$ cat config.mk
export PLATFORM = sky130hd
export DESIGN_NAME = hpr_cfg_regs
export DESIGN_NICKNAME = d
export VERILOG_FILES = /design/src/rtl/core/hpr_pkg.sv /design/src/rtl/core/hpr_cfg_regs.sv
export SDC_FILE = /design/constraint.sdc
export NUM_CORES = 1
export LEC_CHECK = 0
export BUFFER_PORTS_ARGS = -buffer_cell sky130_fd_sc_hd__buf_4
export CAP_MARGIN = 20
export CORE_MARGIN = 1
export CORE_UTILIZATION = 40
export DETAILED_ROUTE_END_ITERATION = 16
export PLACE_DENSITY = 0.66
export SYNTH_ARGS = -nofsm -noshare
export SYNTH_HDL_FRONTEND = slang
export SYNTH_SLANG_ARGS = --single-unit
$ cat constraint.sdc
create_clock -name i_clk -period 1.2 [get_ports i_clk]
set_input_delay 0.06 -clock i_clk [delete_from_list [all_inputs] [get_ports i_clk]]
set_output_delay 0.06 -clock i_clk [all_outputs]
set_load 0.01 [all_outputs]
$ cat src/rtl/core/hpr_pkg.sv
package hpr_pkg;

    // Default widths of the coordinate and trig words.
    localparam int COORD_WIDTH_DEF = 32;
    localparam int TRIG_WIDTH_DEF  = 16;

    // Configuration register index width and codes.
    localparam int CFG_IDX_W = 3;

    typedef logic [CFG_IDX_W-1:0] t_cfg_idx;

    typedef enum logic [CFG_IDX_W-1:0] {
        REG_COS_HEADING = 3'd0,
        REG_SIN_HEADING = 3'd1,
        REG_COS_PITCH   = 3'd2,
        REG_SIN_PITCH   = 3'd3,
        REG_COS_ROLL    = 3'd4,
        REG_SIN_ROLL    = 3'd5
    } t_cfg_reg;

    // Slots of the angle arrays handed from the register file to the stages.
    localparam int ANG_HEADING = 0;
    localparam int ANG_PITCH   = 1;
    localparam int ANG_ROLL    = 2;
    localparam int ANG_COUNT   = 3;

    // Coordinate slots inside the six-word payload: position then normal.
    localparam int AX_X = 0;
    localparam int AX_Y = 1;
    localparam int AX_Z = 2;
    localparam int VEC_WORDS = 6;

endpackage

$ cat src/rtl/core/hpr_cfg_regs.sv
module hpr_cfg_regs #(
    parameter int TRIG_WIDTH = hpr_pkg::TRIG_WIDTH_DEF
) (
    input  logic                                      i_clk,
    input  logic                                      i_rst_n,
    input  logic                                      i_valid,
    output logic                                      o_ready,
    input  hpr_pkg::t_cfg_idx                         i_index,
    input  logic [TRIG_WIDTH-1:0]                     i_data,
    output logic [hpr_pkg::ANG_COUNT-1:0][TRIG_WIDTH-1:0] o_cos,
    output logic [hpr_pkg::ANG_COUNT-1:0][TRIG_WIDTH-1:0] o_sin
);
    import hpr_pkg::*;

    // Unity in Q2.(TRIG_WIDTH-2).
    localparam logic [TRIG_WIDTH-1:0] TRIG_ONE = {2'b01, {(TRIG_WIDTH-2){1'b0}}};

    logic [ANG_COUNT-1:0][TRIG_WIDTH-1:0] r_cos;
    logic [ANG_COUNT-1:0][TRIG_WIDTH-1:0] r_sin;

    assign o_ready = 1'b1;
    assign o_cos   = r_cos;
    assign o_sin   = r_sin;

    always_ff @(posedge i_clk) begin
        if (!i_rst_n) begin
            for (int a = 0; a < ANG_COUNT; a++) begin
                r_cos[a] <= TRIG_ONE;
                r_sin[a] <= '0;
            end
        end else if (i_valid) begin
            unique case (i_index)
                REG_COS_HEADING: r_cos[ANG_HEADING] <= i_data;
                REG_SIN_HEADING: r_sin[ANG_HEADING] <= i_data;
                REG_COS_PITCH:   r_cos[ANG_PITCH]   <= i_data;
                REG_SIN_PITCH:   r_sin[ANG_PITCH]   <= i_data;
                REG_COS_ROLL:    r_cos[ANG_ROLL]    <= i_data;
                REG_SIN_ROLL:    r_sin[ANG_ROLL]    <= i_data;
                default: ;
            endcase
        end
    end

endmodule

==> impl_metrics.ini <==
[status]
status = completed

[setup_path]
r2r_end = o_sin[38]
critPathKind = flop to output port
path_delay_family = flip-flops
r2r_start = o_sin[38]
regToRegSetupSlack_ns = 0.57
crit_path_end_kind = output port
path_cells = buf_4
start_kind = flop
slowest_stage = dfxtp_1
ff2ff_path_depth = 2
crit_required_ns = 1.14
crit_buf_inv = 1
path_max_fanout = 2
arrival_ns = 0.85
max_stage_delay_ns = 0.37

[sta]
fin_ws_ns = 0.2885
rsz0062_at_grt = false
setup_violations = 0
period_share_pct = 75.96
finalCriticalPeriod_ns = 0.9115
final_max_slew_viol_count = 0
final.setup_skew_ns = 0
max_freq_mhz = 1097
fin_setup_tns_ns = 0
finalHoldViolations = 0

[grt]
top_usage_layer = met2
antenna_found_initial = 0
grtUsageMet3_pct = 3.318
grt_overflow = 0
track_usage_pct = 18.81
grt_pass1_vias = 2381
grt_first_pass_wirelength_um = 12780
grt_max_degree = 44
grt_util_met2_pct = 29.05
met1_usage_pct = 25.87

[clocking]
clock_latency_ns = 0.35
cts_tree = done
htree_levels = 3
cts_buffers = 9
clockBufferDepth = 2
post-cts-setup-buffers = 0
clkTransAtPathRegs_ns = 0.09
ctsHoldBuffers = 0
cts_resized = 0
clock-sinks = 96
root_buffer = clkbuf_8

[worst_hold_path]
min_from = i_data[14]
min_path_cells = 3
min_to = o_cos[14]
hold_path.class = primary input to flop

[routing]
via_count = 2692
dr.pass1.iters = 4
drtIter0Drc = 106
drtAntennaViolNets = 0
viasPerCell = 4.773
drt_wl_total_um = 8515
wire_per_inst_um = 15.10
drcViolationCount = 0

[die]
dieArea_um2 = 9188
start_util_pct = 42.04
die_h_um = 95.86
top_level_ports = 119
core-area_um2 = 8382
die_w_um = 95.86
row_count = 33

[cells_and_area]
num_antenna_cells = 0
nFillCells = 738
final_cell_count_no_fill = 564
regArea_um2 = 1922
multi_input_area_um2 = 1461
finalNetCount = 477
drive_gt1_share_pct = 32.03
area_growth_pct = 36.61

[power]
power_density_nw_per_um2 = 1279
vdd_ir_drop_max_mv = 0.6852
leakagePower_nw = 2.532

[synth]
yosys-top-cells-count = 109 x nand2_1, 96 x dfxtp_1, 96 x mux2i_1
avgSynthCellArea_um2 = 10.42
yosysTopAreaCellShare_pct = 54.55
synthFlopType = dfxtp_1
seq_area_frac_synth_pct = 54.55
ys.warnings.count = 0
ys_ff_latch = 96
syn_area_um2 = 3523
yosysMostFrequentCell = nand2_1
syn-instance-count = 338
synth_nets = 360
synth-edff-count = 0
ys_async_sr_fraction_pct = 0
yosysTopAreaCell = dfxtp_1
yosysUniqueCellTypes = 14
ys_top_cells_by_area = dfxtp_1 55%, mux2i_1 27%, nand2_1 12%

[flow_run]
drv_cap = 0

[place]
dp_hpwl_um = 6086
io_buffers = 117
place_congestion = 0.7645
preCtsSetupSlack_ns = -0.02349
placed_cells = 549
-- final cells by class --
cell class / count / share of cell area [%]
flip-flops and latches: 96 / 39.93
clock buffers: 12 / 3.223
multi-input cells: 216 / 30.36
well taps: 105 / 2.729
repair buffers: 132 / 22.41
clock inverters: 3 / 1.352
-- metal layers --
metal	up-vias	wire, um
li1	1348	-
met1	1271	4042
met2	64	3969
met3	9	384
met4	0	118
met5	-	0
-- power by group --
| group | internal, W | total [W] | switching, W | leakage, nW |
|---|---|---|---|---|
| Combinational | 0.000250 | 0.000523 | 0.000273 | 1.64 |
| Clock | 0.00128 | 0.00234 | 0.00106 | 0.112 |
| Sequential | 0.00325 | 0.00329 | 0.0000389 | 0.777 |
-- metrics by stage --
stage,hold slack [ns],utilization [%],cell area [um^2],total power (W)
floorplan,0.2401,-,3523,0.003618
global placement,0.3720,54.80,4593,0.003884
detailed placement,0.3797,54.80,4593,0.003895
CTS,0.01718,57.43,4813,0.006194
global route,0.04091,57.43,4813,0.006390
finish,0.03731,57.43,4813,0.006155
-- cell families (layout without fill, tap and decap cells) --
group                  Yosys count  count (layout)  synth area share, %
other                            1               1               0.1064
muxes                           96              96                27.27
buffers and inverters           26             147                3.977
and+or+nand+nor                119             119                14.10
DFF                             96              96                54.55
-- worst min-delay path: stages --
cell and delay (ns):
buf_4 0.10, nor2b_1 0.06, mux2i_1 0.11
-- worst max path at each step --
stage,start,to,cells past startpoint
finish,o_sin[36],o_sin[36],1
global route,o_cos[23],o_cos[23],1
CTS,o_cos[47],o_cos[47],1
detailed placement,i_index[1],o_cos[1],4
global placement,i_index[0],o_cos[2],4
floorplan,i_index[0],o_cos[14],4
-- layout by cell type (no fill, tap or decap) --
cell,instances
buf_4,125
nand2_1,109
mux2i_1,96
dfxtp_1,96
clkbuf_8,11
buf_12,7
nor2b_1,4
nand4bb_1,2
nand4b_1,2
bufinv_16,2
or4b_1,1
and4bb_2,1
conb_1,1
clkbuf_1,1
clkinv_2,1
-- sequential cells by signal, summed over array words and instances (netlist names) --
| register | flops |
|---|---|
| o_sin | 48 |
| o_cos | 48 |
Power figures use the tool's default switching activity.
